**src/design/bta_pkg.sv**
```systemverilog
// Shared types and constants for the buddy tree allocator.
// No dependencies; imported by every module of the block.
package bta_pkg;

    localparam int REQ_W    = 25;
    localparam int ADDR_W   = 32;
    localparam int RB_W     = 25;
    localparam int MINB_W   = 17;
    localparam int CFGL_W   = 4;
    localparam int NODE_O_W = 10;
    localparam int LVL_O_W  = 4;
    localparam int STAT_W   = 2;
    localparam int CIDX_W   = 2;

    localparam logic [STAT_W-1:0] STAT_OK        = 2'd0;
    localparam logic [STAT_W-1:0] STAT_NO_BLOCK  = 2'd1;
    localparam logic [STAT_W-1:0] STAT_NOT_FOUND = 2'd2;

    localparam logic OP_ALLOC = 1'b0;
    localparam logic OP_FREE  = 1'b1;

    localparam logic [CIDX_W-1:0] CFG_LEVELS = 2'd0;
    localparam logic [CIDX_W-1:0] CFG_REGION = 2'd1;
    localparam logic [CIDX_W-1:0] CFG_MINB   = 2'd2;
    localparam logic [CIDX_W-1:0] CFG_BASE   = 2'd3;

    localparam logic [CFGL_W-1:0] LEVELS_RST = 4'd10;
    localparam logic [RB_W-1:0]   REGION_RST = 25'd1048576;
    localparam logic [MINB_W-1:0] MINB_RST   = 17'd1024;
    localparam logic [ADDR_W-1:0] BASE_RST   = 32'd0;

    typedef struct packed {
        logic alloc;
        logic blocked;
    } node_bits_t;

    typedef enum logic [4:0] {
        ST_IDLE,
        ST_A_LEVEL,
        ST_A_SCAN_RD,
        ST_A_SCAN_CHK,
        ST_A_MARK,
        ST_A_ANC_RD,
        ST_A_ANC_CHK,
        ST_A_MUL,
        ST_A_ADDR,
        ST_F_CHECK,
        ST_F_WAIT,
        ST_F_DESC_RD,
        ST_F_DESC_CHK,
        ST_F_CLEAR,
        ST_F_BUD_RD,
        ST_F_BUD_CHK,
        ST_F_PAR_RD,
        ST_F_PAR_WR,
        ST_SUB_INIT,
        ST_SUB_RD,
        ST_SUB_WR,
        ST_DONE
    } state_t;

endpackage

```
**src/design/bta_divider.sv**
```systemverilog
// Restoring divider, one quotient bit per cycle, for the free alignment search.
// Depends on bta_pkg for operand widths.
module bta_divider (
    input  logic                       aclk,
    input  logic                       aresetn,
    input  logic                       start,
    input  logic [bta_pkg::ADDR_W-1:0] dividend,
    input  logic [bta_pkg::RB_W-1:0]   divisor,
    output logic                       done,
    output logic [bta_pkg::ADDR_W-1:0] quotient,
    output logic [bta_pkg::RB_W-1:0]   remainder
);
    import bta_pkg::*;

    localparam int CNT_W = $clog2(ADDR_W + 1);

    logic [CNT_W-1:0]  cnt_reg, cnt_next;
    logic              busy_reg, busy_next;
    logic              done_reg, done_next;
    logic [ADDR_W-1:0] quo_reg, quo_next;
    logic [RB_W-1:0]   rem_reg, rem_next;
    logic [RB_W-1:0]   div_reg, div_next;
    logic [RB_W:0]     trial;

    always_comb begin
        cnt_next  = cnt_reg;
        busy_next = busy_reg;
        done_next = 1'b0;
        quo_next  = quo_reg;
        rem_next  = rem_reg;
        div_next  = div_reg;
        trial     = {rem_reg, quo_reg[ADDR_W-1]};
        if (start) begin
            busy_next = 1'b1;
            cnt_next  = '0;
            quo_next  = dividend;
            rem_next  = '0;
            div_next  = divisor;
        end else if (busy_reg) begin
            if (trial >= {1'b0, div_reg}) begin
                rem_next = RB_W'(trial - {1'b0, div_reg});
                quo_next = {quo_reg[ADDR_W-2:0], 1'b1};
            end else begin
                rem_next = trial[RB_W-1:0];
                quo_next = {quo_reg[ADDR_W-2:0], 1'b0};
            end
            cnt_next = cnt_reg + 1'b1;
            if (cnt_reg == CNT_W'(ADDR_W - 1)) begin
                busy_next = 1'b0;
                done_next = 1'b1;
            end
        end
    end

    always_ff @(posedge aclk) begin
        if (!aresetn) begin
            busy_reg <= 1'b0;
            done_reg <= 1'b0;
            cnt_reg  <= '0;
        end else begin
            busy_reg <= busy_next;
            done_reg <= done_next;
            cnt_reg  <= cnt_next;
        end
        quo_reg <= quo_next;
        rem_reg <= rem_next;
        div_reg <= div_next;
    end

    assign done      = done_reg;
    assign quotient  = quo_reg;
    assign remainder = rem_reg;

endmodule

```
**src/design/bta_node_store.sv**
```systemverilog
// Node state memory: allocated and blocked bit per tree node, one port.
// Sweeps every entry to zero after reset. Depends on bta_pkg.
module bta_node_store #(
    parameter int NW = 10
) (
    input  logic                aclk,
    input  logic                aresetn,
    input  logic                rd_en,
    input  logic                wr_en,
    input  logic [NW-1:0]       addr,
    input  bta_pkg::node_bits_t wdata,
    output bta_pkg::node_bits_t rdata,
    output logic                clr_busy
);
    import bta_pkg::*;

    node_bits_t        mem [2**NW];
    node_bits_t        rdata_reg;
    logic [NW:0]       clr_cnt_reg, clr_cnt_next;

    assign clr_busy     = !clr_cnt_reg[NW];
    assign clr_cnt_next = clr_cnt_reg + 1'b1;

    always_ff @(posedge aclk) begin
        if (!aresetn) begin
            clr_cnt_reg <= '0;
        end else if (clr_busy) begin
            clr_cnt_reg <= clr_cnt_next;
        end
    end

    always_ff @(posedge aclk) begin
        if (clr_busy) begin
            mem[clr_cnt_reg[NW-1:0]] <= '0;
        end else if (wr_en) begin
            mem[addr] <= wdata;
        end
        if (rd_en) begin
            rdata_reg <= mem[addr];
        end
    end

    assign rdata = rdata_reg;

endmodule

```
**src/design/buddy_tree_allocator.sv**
```systemverilog
// Buddy tree allocator top level: config registers, sequencer, result register.
// Allocate: pick a level, take a free node there, block its ancestors and subtree.
// Free: align by divider, clear the block, unblock its subtree and free ancestors.
// One item at a time; all node accesses share the single memory port.
// Synchronous active-low reset; afterwards a clearing pass zeroes the node
// memory, with no item accepted meanwhile.
module buddy_tree_allocator #(
    parameter int MAX_LEVELS = 10
) (
    input  logic                         aclk,
    input  logic                         aresetn,
    input  logic                         cfg_valid,
    output logic                         cfg_ready,
    input  logic [bta_pkg::CIDX_W-1:0]   cfg_index,
    input  logic [31:0]                  cfg_data,
    input  logic                         s_valid,
    output logic                         s_ready,
    input  logic                         s_opcode,
    input  logic [bta_pkg::REQ_W-1:0]    s_req_size,
    input  logic [bta_pkg::ADDR_W-1:0]   s_free_address,
    output logic                         m_valid,
    input  logic                         m_ready,
    output logic [bta_pkg::STAT_W-1:0]   m_status,
    output logic [bta_pkg::ADDR_W-1:0]   m_block_address,
    output logic [bta_pkg::NODE_O_W-1:0] m_node_index,
    output logic [bta_pkg::LVL_O_W-1:0]  m_block_level
);
    import bta_pkg::*;

    localparam int NW     = MAX_LEVELS;
    localparam int LVL_W  = $clog2(MAX_LEVELS + 1);
    localparam int SH_W   = REQ_W + MAX_LEVELS + 1;
    localparam int PROD_W = NW + RB_W;

    // configuration
    logic [CFGL_W-1:0] cfg_levels_reg;
    logic [RB_W-1:0]   cfg_region_reg;
    logic [MINB_W-1:0] cfg_minb_reg;
    logic [ADDR_W-1:0] cfg_base_reg;

    always_ff @(posedge aclk) begin
        if (!aresetn) begin
            cfg_levels_reg <= LEVELS_RST;
            cfg_region_reg <= REGION_RST;
            cfg_minb_reg   <= MINB_RST;
            cfg_base_reg   <= BASE_RST;
        end else if (cfg_valid) begin
            unique case (cfg_index)
                CFG_LEVELS: cfg_levels_reg <= cfg_data[CFGL_W-1:0];
                CFG_REGION: cfg_region_reg <= cfg_data[RB_W-1:0];
                CFG_MINB:   cfg_minb_reg   <= cfg_data[MINB_W-1:0];
                CFG_BASE:   cfg_base_reg   <= cfg_data;
                default:    cfg_base_reg   <= cfg_base_reg;
            endcase
        end
    end
    assign cfg_ready = 1'b1;

    logic [LVL_W-1:0]  levels_eff;
    logic [MINB_W-1:0] minb_eff;
    logic [SH_W-1:0]   total;
    logic [SH_W-1:0]   size_eff;

    always_comb begin
        if (cfg_levels_reg == '0) begin
            levels_eff = LVL_W'(1);
        end else if (int'(cfg_levels_reg) > MAX_LEVELS) begin
            levels_eff = LVL_W'(MAX_LEVELS);
        end else begin
            levels_eff = LVL_W'(cfg_levels_reg);
        end
        minb_eff = (cfg_minb_reg == '0) ? MINB_W'(1) : cfg_minb_reg;
        total    = SH_W'(minb_eff) << levels_eff;
        size_eff = (s_req_size == '0) ? SH_W'(minb_eff) : SH_W'(s_req_size);
    end

    // node memory and divider
    logic       mem_rd, mem_wr, clr_busy;
    logic [NW-1:0] mem_addr;
    node_bits_t mem_wdata, mem_rdata;

    bta_node_store #(.NW(NW)) u_store (
        .aclk     (aclk),
        .aresetn  (aresetn),
        .rd_en    (mem_rd),
        .wr_en    (mem_wr),
        .addr     (mem_addr),
        .wdata    (mem_wdata),
        .rdata    (mem_rdata),
        .clr_busy (clr_busy)
    );

    logic              div_start, div_done;
    logic [ADDR_W-1:0] div_quo;
    logic [RB_W-1:0]   div_rem;

    // sequencer state
    state_t            state_reg, state_next;
    logic [LVL_W-1:0]  lvl_reg, lvl_next;
    logic [LVL_W-1:0]  d_reg, d_next;
    logic [SH_W-1:0]   sh_reg, sh_next;
    logic [NW:0]       n_reg, n_next;
    logic [NW:0]       walk_reg, walk_next;
    logic [NW:0]       lo_reg, lo_next;
    logic [NW:0]       hi_reg, hi_next;
    logic [PROD_W-1:0] prod_reg, prod_next;
    logic [ADDR_W-1:0] off_reg, off_next;
    logic [RB_W-1:0]   unit_reg, unit_next;
    logic              sub_val_reg, sub_val_next;
    logic [STAT_W-1:0] res_stat_reg, res_stat_next;
    logic [ADDR_W-1:0] res_addr_reg, res_addr_next;
    logic [NW:0]       res_node_reg, res_node_next;
    logic [LVL_W-1:0]  res_lvl_reg, res_lvl_next;
    logic              m_valid_reg, m_valid_next;
    logic [STAT_W-1:0] m_stat_reg, m_stat_next;
    logic [ADDR_W-1:0] m_addr_reg, m_addr_next;
    logic [NODE_O_W-1:0] m_node_reg, m_node_next;
    logic [LVL_O_W-1:0]  m_lvl_reg, m_lvl_next;

    logic [NW:0] first_node, end_node;

    bta_divider u_div (
        .aclk      (aclk),
        .aresetn   (aresetn),
        .start     (div_start),
        .dividend  (off_reg),
        .divisor   (unit_reg),
        .done      (div_done),
        .quotient  (div_quo),
        .remainder (div_rem)
    );

    assign first_node = (NW+1)'(1) << lvl_reg;
    assign end_node   = (NW+1)'(2) << lvl_reg;
    assign s_ready    = (state_reg == ST_IDLE) && !clr_busy;

    always_comb begin
        state_next    = state_reg;
        lvl_next      = lvl_reg;
        d_next        = d_reg;
        sh_next       = sh_reg;
        n_next        = n_reg;
        walk_next     = walk_reg;
        lo_next       = lo_reg;
        hi_next       = hi_reg;
        prod_next     = prod_reg;
        off_next      = off_reg;
        unit_next     = unit_reg;
        sub_val_next  = sub_val_reg;
        res_stat_next = res_stat_reg;
        res_addr_next = res_addr_reg;
        res_node_next = res_node_reg;
        res_lvl_next  = res_lvl_reg;
        m_valid_next  = m_valid_reg && !m_ready;
        m_stat_next   = m_stat_reg;
        m_addr_next   = m_addr_reg;
        m_node_next   = m_node_reg;
        m_lvl_next    = m_lvl_reg;
        mem_rd        = 1'b0;
        mem_wr        = 1'b0;
        mem_addr      = walk_reg[NW-1:0];
        mem_wdata     = '0;
        div_start     = 1'b0;

        unique case (state_reg)
            ST_IDLE: begin
                if (s_valid && s_ready) begin
                    res_stat_next = STAT_OK;
                    res_addr_next = '0;
                    res_node_next = '0;
                    res_lvl_next  = '0;
                    lvl_next      = '0;
                    if (s_opcode == OP_ALLOC) begin
                        sub_val_next = 1'b1;
                        sh_next      = size_eff;
                        if (size_eff > total) begin
                            res_stat_next = STAT_NO_BLOCK;
                            state_next    = ST_DONE;
                        end else begin
                            state_next = ST_A_LEVEL;
                        end
                    end else begin
                        sub_val_next = 1'b0;
                        off_next     = s_free_address - cfg_base_reg;
                        unit_next    = cfg_region_reg;
                        state_next   = ST_F_CHECK;
                    end
                end
            end
            ST_A_LEVEL: begin
                if ((LVL_W+1)'(lvl_reg) + 1'b1 < (LVL_W+1)'(levels_eff) &&
                    (sh_reg << 1) <= total) begin
                    sh_next  = sh_reg << 1;
                    lvl_next = lvl_reg + 1'b1;
                end else begin
                    n_next     = first_node;
                    state_next = ST_A_SCAN_RD;
                end
            end
            ST_A_SCAN_RD: begin
                if (n_reg == end_node) begin
                    res_stat_next = STAT_NO_BLOCK;
                    res_lvl_next  = '0;
                    state_next    = ST_DONE;
                end else begin
                    mem_rd     = 1'b1;
                    mem_addr   = n_reg[NW-1:0];
                    state_next = ST_A_SCAN_CHK;
                end
            end
            ST_A_SCAN_CHK: begin
                if (!mem_rdata.alloc && !mem_rdata.blocked) begin
                    state_next = ST_A_MARK;
                end else begin
                    n_next     = n_reg + 1'b1;
                    state_next = ST_A_SCAN_RD;
                end
            end
            ST_A_MARK: begin
                // node itself becomes allocated and blocked
                mem_wr     = 1'b1;
                mem_addr   = n_reg[NW-1:0];
                mem_wdata  = '{alloc: 1'b1, blocked: 1'b1};
                walk_next  = n_reg >> 1;
                state_next = ST_A_ANC_RD;
            end
            ST_A_ANC_RD: begin
                if (walk_reg == '0) begin
                    state_next = ST_A_MUL;
                end else begin
                    mem_rd     = 1'b1;
                    state_next = ST_A_ANC_CHK;
                end
            end
            ST_A_ANC_CHK: begin
                if (mem_rdata.blocked) begin
                    state_next = ST_A_MUL;
                end else begin
                    mem_wr     = 1'b1;
                    mem_wdata  = '{alloc: mem_rdata.alloc, blocked: 1'b1};
                    walk_next  = walk_reg >> 1;
                    state_next = ST_A_ANC_RD;
                end
            end
            ST_A_MUL: begin
                prod_next  = PROD_W'(n_reg - first_node) * PROD_W'(cfg_region_reg);
                state_next = ST_A_ADDR;
            end
            ST_A_ADDR: begin
                res_stat_next = STAT_OK;
                res_addr_next = cfg_base_reg + ADDR_W'(prod_reg >> lvl_reg);
                res_node_next = n_reg;
                res_lvl_next  = lvl_reg;
                state_next    = ST_SUB_INIT;
            end
            ST_F_CHECK: begin
                if (unit_reg == '0 || lvl_reg >= levels_eff) begin
                    res_stat_next = STAT_NOT_FOUND;
                    state_next    = ST_DONE;
                end else begin
                    div_start  = 1'b1;
                    state_next = ST_F_WAIT;
                end
            end
            ST_F_WAIT: begin
                if (div_done) begin
                    if (div_rem == '0) begin
                        if ((div_quo >> lvl_reg) != '0) begin
                            res_stat_next = STAT_NOT_FOUND;
                            state_next    = ST_DONE;
                        end else begin
                            n_next     = first_node | (NW+1)'(div_quo);
                            state_next = ST_F_DESC_RD;
                        end
                    end else begin
                        unit_next  = unit_reg >> 1;
                        lvl_next   = lvl_reg + 1'b1;
                        state_next = ST_F_CHECK;
                    end
                end
            end
            ST_F_DESC_RD: begin
                mem_rd     = 1'b1;
                mem_addr   = n_reg[NW-1:0];
                state_next = ST_F_DESC_CHK;
            end
            ST_F_DESC_CHK: begin
                if (mem_rdata.alloc) begin
                    state_next = ST_F_CLEAR;
                end else if ((LVL_W+1)'(lvl_reg) + 1'b1 >= (LVL_W+1)'(levels_eff)) begin
                    res_stat_next = STAT_NOT_FOUND;
                    state_next    = ST_DONE;
                end else begin
                    lvl_next   = lvl_reg + 1'b1;
                    n_next     = n_reg << 1;
                    state_next = ST_F_DESC_RD;
                end
            end
            ST_F_CLEAR: begin
                mem_wr        = 1'b1;
                mem_addr      = n_reg[NW-1:0];
                mem_wdata     = '0;
                walk_next     = n_reg;
                res_stat_next = STAT_OK;
                res_addr_next = cfg_base_reg + off_reg;
                res_node_next = n_reg;
                res_lvl_next  = lvl_reg;
                state_next    = ST_F_BUD_RD;
            end
            ST_F_BUD_RD: begin
                if (walk_reg == (NW+1)'(1)) begin
                    state_next = ST_SUB_INIT;
                end else begin
                    mem_rd     = 1'b1;
                    mem_addr   = walk_reg[NW-1:0] ^ NW'(1);
                    state_next = ST_F_BUD_CHK;
                end
            end
            ST_F_BUD_CHK: begin
                // stop unblocking once the buddy is in use
                if (mem_rdata.alloc || mem_rdata.blocked) begin
                    state_next = ST_SUB_INIT;
                end else begin
                    walk_next  = walk_reg >> 1;
                    state_next = ST_F_PAR_RD;
                end
            end
            ST_F_PAR_RD: begin
                mem_rd     = 1'b1;
                state_next = ST_F_PAR_WR;
            end
            ST_F_PAR_WR: begin
                mem_wr     = 1'b1;
                mem_wdata  = '{alloc: mem_rdata.alloc, blocked: 1'b0};
                state_next = ST_F_BUD_RD;
            end
            ST_SUB_INIT: begin
                d_next     = lvl_reg + 1'b1;
                lo_next    = n_reg << 1;
                hi_next    = (n_reg + 1'b1) << 1;
                walk_next  = n_reg << 1;
                state_next = ST_SUB_RD;
            end
            ST_SUB_RD: begin
                if (d_reg >= levels_eff) begin
                    state_next = ST_DONE;
                end else begin
                    mem_rd     = 1'b1;
                    state_next = ST_SUB_WR;
                end
            end
            ST_SUB_WR: begin
                mem_wr    = 1'b1;
                mem_wdata = '{alloc: mem_rdata.alloc, blocked: sub_val_reg};
                // advance to the next level of the subtree at the end of a row
                if (walk_reg + 1'b1 == hi_reg) begin
                    lo_next   = lo_reg << 1;
                    hi_next   = hi_reg << 1;
                    walk_next = lo_reg << 1;
                    d_next    = d_reg + 1'b1;
                end else begin
                    walk_next = walk_reg + 1'b1;
                end
                state_next = ST_SUB_RD;
            end
            ST_DONE: begin
                if (!m_valid_reg || m_ready) begin
                    m_valid_next = 1'b1;
                    m_stat_next  = res_stat_reg;
                    m_addr_next  = res_addr_reg;
                    m_node_next  = NODE_O_W'(res_node_reg);
                    m_lvl_next   = LVL_O_W'(res_lvl_reg);
                    state_next   = ST_IDLE;
                end
            end
            default: state_next = ST_IDLE;
        endcase
    end

    always_ff @(posedge aclk) begin
        if (!aresetn) begin
            state_reg   <= ST_IDLE;
            m_valid_reg <= 1'b0;
        end else begin
            state_reg   <= state_next;
            m_valid_reg <= m_valid_next;
        end
    end

    always_ff @(posedge aclk) begin
        lvl_reg      <= lvl_next;
        d_reg        <= d_next;
        sh_reg       <= sh_next;
        n_reg        <= n_next;
        walk_reg     <= walk_next;
        lo_reg       <= lo_next;
        hi_reg       <= hi_next;
        prod_reg     <= prod_next;
        off_reg      <= off_next;
        unit_reg     <= unit_next;
        sub_val_reg  <= sub_val_next;
        res_stat_reg <= res_stat_next;
        res_addr_reg <= res_addr_next;
        res_node_reg <= res_node_next;
        res_lvl_reg  <= res_lvl_next;
        m_stat_reg   <= m_stat_next;
        m_addr_reg   <= m_addr_next;
        m_node_reg   <= m_node_next;
        m_lvl_reg    <= m_lvl_next;
    end

    assign m_valid         = m_valid_reg;
    assign m_status        = m_stat_reg;
    assign m_block_address = m_addr_reg;
    assign m_node_index    = m_node_reg;
    assign m_block_level   = m_lvl_reg;

    a_no_accept_while_clearing: assert property (@(posedge aclk) disable iff (!aresetn)
        clr_busy |-> !s_ready)
        else $error("input accepted during memory clearing pass");

    a_status_code: assert property (@(posedge aclk) disable iff (!aresetn)
        m_valid |-> (m_status == STAT_OK || m_status == STAT_NO_BLOCK ||
                     m_status == STAT_NOT_FOUND))
        else $error("undefined status code");

    a_div_only_in_free: assert property (@(posedge aclk) disable iff (!aresetn)
        div_start |-> state_reg == ST_F_CHECK)
        else $error("divider started outside the alignment search");

    a_fail_fields_zero: assert property (@(posedge aclk) disable iff (!aresetn)
        (m_valid && m_status != STAT_OK) |-> (m_node_index == '0 && m_block_address == '0))
        else $error("failure result carries nonzero fields");

endmodule
```
**config.mk**
```make
export PLATFORM = sky130hd
export DESIGN_NAME = buddy_tree_allocator
export DESIGN_NICKNAME = d
export VERILOG_FILES = /design/src/design/bta_pkg.sv /design/src/design/bta_divider.sv /design/src/design/bta_node_store.sv /design/src/design/buddy_tree_allocator.sv
export SDC_FILE = /design/constraint.sdc
export NUM_CORES = 2
export LEC_CHECK = 0
export BUFFER_PORTS_ARGS = -buffer_cell sky130_fd_sc_hd__buf_2
export CAP_MARGIN = 25
export CORE_UTILIZATION = 46
export DETAILED_ROUTE_END_ITERATION = 12
export SYNTH_ARGS = -nofsm -noshare
export SYNTH_HDL_FRONTEND = slang
export SYNTH_SLANG_ARGS = --single-unit
```
**constraint.sdc**
```tcl
create_clock -name aclk -period 73.5 [get_ports aclk]
set_input_delay 11.025 -clock aclk [delete_from_list [all_inputs] [get_ports aclk]]
set_output_delay 11.025 -clock aclk [all_outputs]
set_load 0.05 [all_outputs]
```
Yosys cells after proc, flatten, opt, wreduce, memory -nomap -nowiden
Memories as Yosys holds them, arrays and structs flattened. A register that Yosys moved wholly into a read port is not among the register bits.
Cells that the tools add are included.

cells by class
  $add $sub $neg = 12
  multiply operators = 1
  div/mod/pow operators = 0
  magnitude comparators = 8
  equality and inequality tests = 48
  shift-type cells = 5
  multiplexer cells = 107
  bitwise gates (word level) = 4
  reductions and logical operators = 59

operators by type and width
  cell                   number
  $mux 25                6
  $mux 11                12
  $mux 35                3
  $pmux 5 s20            1
  $mux 32                3
  $pmux 32 s3            1
  $logic_not 25->1       3
  $pmux 35 s2            1
  $pmux 11 s6            1
  $mux 5                 13
  $add 32x32->32         2
  $pmux 25 s2            1
  $pmux 11 s4            1
  $eq 5x4->1 const B     8
  $mux 10                4
  $mux 4                 10
  $pmux 10 s2            2
  $gt 25x36->1           1
  $le 36x36->1           1
  $ne 2x2->1 const B     18
  $shl 17x4->36          1
  $mul 12x26->35         1
  $shr 35x4->32          1
  $add 11x1->11 const B  3
  other kinds (62)       146

storage, ports and cells
  register bits = 460
  latch bits = 0
  memory bits (writable) = 2048
  bits in read-only memories = 0
  bits of input ports = 97
  output and inout bits = 51
  logic and storage cells = 278
  memories kept = 1

memories
  name         words  width  rd ports  clocked after memory_dff  write ports  RTL line              RTL
  u_store.mem  1024   2      1         1                         1            bta_node_store.sv:17  node_bits_t mem [2**NW];

Logic depth before layout (Yosys ltp)
  word-level depth = 9
  mapped depth = 41
  gate-level depth less buffers = 38

Hierarchy
A second synthesis with hierarchy kept.

unflattened totals
  cells, all modules = 9127
  area total of the unflattened synthesis = 122836.6 µm²

modules (own cells, without submodules)
  module                times used  cells an instance  area an instance (µm²)  seq. area each (µm²)
  bta_node_store        1           4981               84823.9                 61779.3
  buddy_tree_allocator  1           3690               33079.2                 9879.5
  bta_divider           1           456                4933.5                  2372.3

Least setup slack after synthesis
No wires, ideal clock.

  path kind = flip-flop to flip-flop
  start point = register state_reg[2]
  end point = memory u_store.mem[0][1] (netlist name), data pin
  setup time = 8.336 ns
  arrival time = 43.089 ns
  data required time = 65.164 ns
  setup slack = 22.075 ns
  stages on the path, launching flop included = 9
  path buffers = 2
  clock period less this slack = 51.425 ns
  cells stage by stage = dfxtp_1 buf_4 nor2_1 nand2_1 o21ai_0 nand2_1 clkbuf_1 or3_1 a211oi_1

on the way
  longest elaborated chain between the ends = 8
  elaborated cells between the ends (all ways) = 13
  those cells by class = eq/ne: 5; mux: 6; reduce/logical: 2

ends and longest elaborated chain
  element                             RTL line                     RTL
  from (decl)                         buddy_tree_allocator.sv:98   state_t state_reg, state_next;
  from (signal assigned)              buddy_tree_allocator.sv:385  state_reg <= state_next;
  $eq 5x5->1 (tied with other cells)  buddy_tree_allocator.sv:165  unique case (state_reg)
  $reduce_or 4->1 (no line)           n/a
  $pmux 1 s2                          buddy_tree_allocator.sv:165
  $mux 1                              bta_node_store.sv:35         end else if (wr_en) begin
  $mux 1                              bta_node_store.sv:33         if (clr_busy) begin
  $mux 1 (not written as such)        bta_node_store.sv:36         mem[addr] <= wdata;
  $reduce_or 2->1 (no line)           n/a
  $mux 2 (no line) (*)                n/a
  to (decl)                           bta_node_store.sv:17

Mark *: on every way between the ends. The rest lies on a longest branch, timed or not.

Worst setup path after layout
  start point = input s_free_address[0] (netlist name)
  end point = register off_reg[30], data pin

on the way
  longest elaborated chain between the ends = 1

ends and longest elaborated chain
  element               RTL line                     RTL
  from (decl)           buddy_tree_allocator.sv:20   input logic [bta_pkg::ADDR_W-1:0] s_free_address,
  $sub 32x32->32        buddy_tree_allocator.sv:184  off_next = s_free_address - cfg_base_reg;
  to (signal assigned)  buddy_tree_allocator.sv:399  off_reg <= off_next;
  to (decl)             buddy_tree_allocator.sv:107  logic [ADDR_W-1:0] off_reg, off_next;

No other way between the ends.
A chain may end at the register's enable or synchronous reset.

==> results by group <==
Critical path
  • Critical path buffer and inverter count: 2
  • CP top delay family: compound AO/OA/AOI/OAI gates
  • CP Capture Type: register
  • Crit Path Category: primary input to register
  • CP max stage delay: 440 ps
  • Worst-path fanout max: 3
  • WP data required: 74,060 ps
  • CP Cell Sequence: buf_2, inv_1, ha_1, fa_1, nor2b_1, o21ai_0, a21boi_0, o21ai_0, a21oi_1, o21ai_0, a21oi_1, o21ai_0, a211oi_1, o311a_1, o21a_1, o21bai_1, a311oi_1, xor2_1
  • Worst path most repeated cell: o21ai_0
  • CP arrival: 14,740 ps
  • Crit path launch type: primary input
  • Slowest CP cell: a211oi_1

Yosys
  • Ys async rst share: 0%
  • Seq cells post-synth: 2,508
  • Sequential share of the synthesized area: 59.8%
  • Synth area leaders: edfxtp_1, nand2_1, nor2_1, fa_1, ha_1
  • Mapped Area: 124,000 sq um
  • Combinational family with the most area after synthesis: simple AND/OR/NAND/NOR gates
  • Synth warn: 0
  • Synth top area share: 57.7%
  • Post-synth top flop: edfxtp_1
  • Synth Area in Compound Gates: 7.72%
  • Synth Instances: 10,800
  • Leading area contributor after synthesis: edfxtp_1
  • Syn Area/Cell: 11.5 sq um
  • Post-Synth XOR/XNOR Area: 1.07%
  • Synth Area in Simple Gates: 15.8%
  • Count leader, synth: edfxtp_1
  • Adder and majority gate portion of the synthesized area: 6.51%
  • Unique masters post-synth: 114
  • Mux cell area share after synthesis: 4.93%
  • Number of flops mapped to enable cells by yosys: 2,380
  • Commonest cells in the netlist: edfxtp_1, nand2_1, nor2_1

CTS
  • Post-cts sizing count: 0
  • CTS tree: built
  • # clock sinks: 2,508
  • Post-CTS Setup Inserts: 0
  • Max Buffers Root-to-Sink: 4
  • Worst-Skew Late Latency: 910 ps
  • Root Buffer: clkbuf_16
  • Hold buffer count at CTS: 0
  • Htree depth: 5
  • Clk slew on worst S/H paths: 60 ps
  • TritonCTS Buffers: 280

Pwr
  • Design Power: 4.48 mW
  • Maximum VDD drop: 32.7 uV
  • Pwr per Cell Area: 32.7 nW/um^2
  • Leak: 46.1 nW

Drt
  • Drc violations: 0
  • Vias: 87,800
  • Wire per inst: 26.5 microns
  • DRT Pass-1 Iters: 6
  • DR vias/cell: 6.06
  • Drt initial violations: 11,500
  • DRT Wirelength: 384,000 microns
  • Post-DRT Antenna Nets: 0

Place
  • Number of buffers added on ports: 146
  • GPL Wtd Cong: 0.912
  • Placed wire-length estimate: 227,000 microns

Global route
  • First-pass GRT wire length: 563,000 microns
  • Initial antenna violation count: 23
  • Largest net degree at the start of global routing: 236
  • Global route total overflow: 0
  • Vias in the first global route: 85,600
  • All-layer global routing usage: 27.8%

STA
  • Hold Vio Cnt, Final: 0
  • Final setup violation count: 0
  • Slew Viols, Final: 0
  • Min cycle time layout: 14,180 ps
  • Final period util: 19.3%
  • Slew HR: 7.66%
  • Max Freq: 70.5 MHz
  • Hold_ws: 420 ps
  • Worst clock skew: 113 ps
  • Worst Tran Pin Value: 1390 ps
  • RSZ-0062 raised after global routing: no
  • Total Neg Setup Slack: 0 ps

Finish
  • Area Growth Syn to Fin: 10.6%
  • Max reg flops: 2,048
  • Nets@finish: 11,300
  • Layout cells sized above 1: 9.57%

Floorplan
  • Num ports: 148
  • Core Area: 268,000 sq um
  • Die area: 271,000 sq um
  • Die W: 521 microns
  • DIE HEIGHT: 521 microns
  • Site Rows: 190
  • Initial Util: 46.2%

Outcome
  • Outcome: finished clean

Job
  • Max_cap viols: 0

Hold path
  • Hold WC Path Type: register to register
cells by family after synthesis:
logic type / after synthesis
buffers and inverters: 1168
muxes: 473
other: 2
and+or+nand+nor: 4586
DFF: 2508
adders and majority gates: 503
xor gates and xnor gates: 150
AOI/OAI and AO/OA: 1416
worst reg2reg max path: cells and delay by family, from the launching register on:
family / cells / cell delay, ps
AND/OR/NAND/NOR: 8 / 1930
flip-flops: 1 / 370
buffers and inverters: 8 / 1300
AO/OA/AOI/OAI: 12 / 2580
XOR/XNOR: 2 / 290
adder cells (fa/ha/maj): 8 / 3490
layout make-up:
class                      count  area (sq um)
clock buffer                 359          7480
tap                         3552          4440
antenna                        7          17.5
fill                       23400        131000
sequential                  2508         74000
timing repair buffer         387          3090
inverter                     411          1540
multi-input combinational   7135         45100
clock inverter               130          1190
path summary, 6_finish.rpt:
kind / slack, ps / depth (start not counted) / end / from
worst max register to register: 63330 / 38 / prod_reg[33] / lvl_reg[1]
worst min register to register: 420 / 0 / m_block_address[23] / res_addr_reg[23]
worst max-delay path: 59320 / 18 / off_reg[30] / s_free_address[0]
worst min-delay path: 420 / 0 / m_block_address[23] / res_addr_reg[23]
cells in the final DEF (no fill, tap or decap), drive strengths merged, types with 109 or more instances in the layout:
cell	count
a21oi	340
a31oi	123
inv	419
ha	267
buf	386
fa	235
nand3	529
mux2i	332
nor2	1337
and3	124
clkbuf	360
nand2	2072
o21ai	242
edfxtp	2380
dfxtp	128
and2	109
per-stage QoR:
stage	setup slack, ps	util (%)	cell area (sq um)	instances
after floorplan	22070	-	124000	10800
after global placement	58630	47.7	128000	14000
after detailed placement	58590	47.8	128000	14000
after CTS	59460	51.1	137000	14500
after global routing	59040	51.1	137000	14500
final	59320	51.1	137000	14500
power by group:
group | internal [mW] | leakage (nW) | total, mW | switching, mW
sequential | 1.60 | 18.3 | 1.62 | 0.0242
combinational | 0.528 | 23.5 | 1.51 | 0.979
clock | 0.780 | 4.23 | 1.35 | 0.574
total | 2.90 | 46.1 | 4.48 | 1.58
per-layer routing:
| metal | share of wire (%) | vias up | track usage [%] | routed length, microns |
|---|---|---|---|---|
| li1 | - | 38300 | - | - |
| met1 | 41 | 44300 | 40.2 | 159000 |
| met2 | 45 | 4508 | 43.0 | 173000 |
| met3 | 11 | 652 | 4.86 | 40500 |
| met4 | 3.0 | 4 | 8.30 | 11700 |
| met5 | 0.0047 | - | 0 | 18 |
Power figures use the tool's default switching activity.
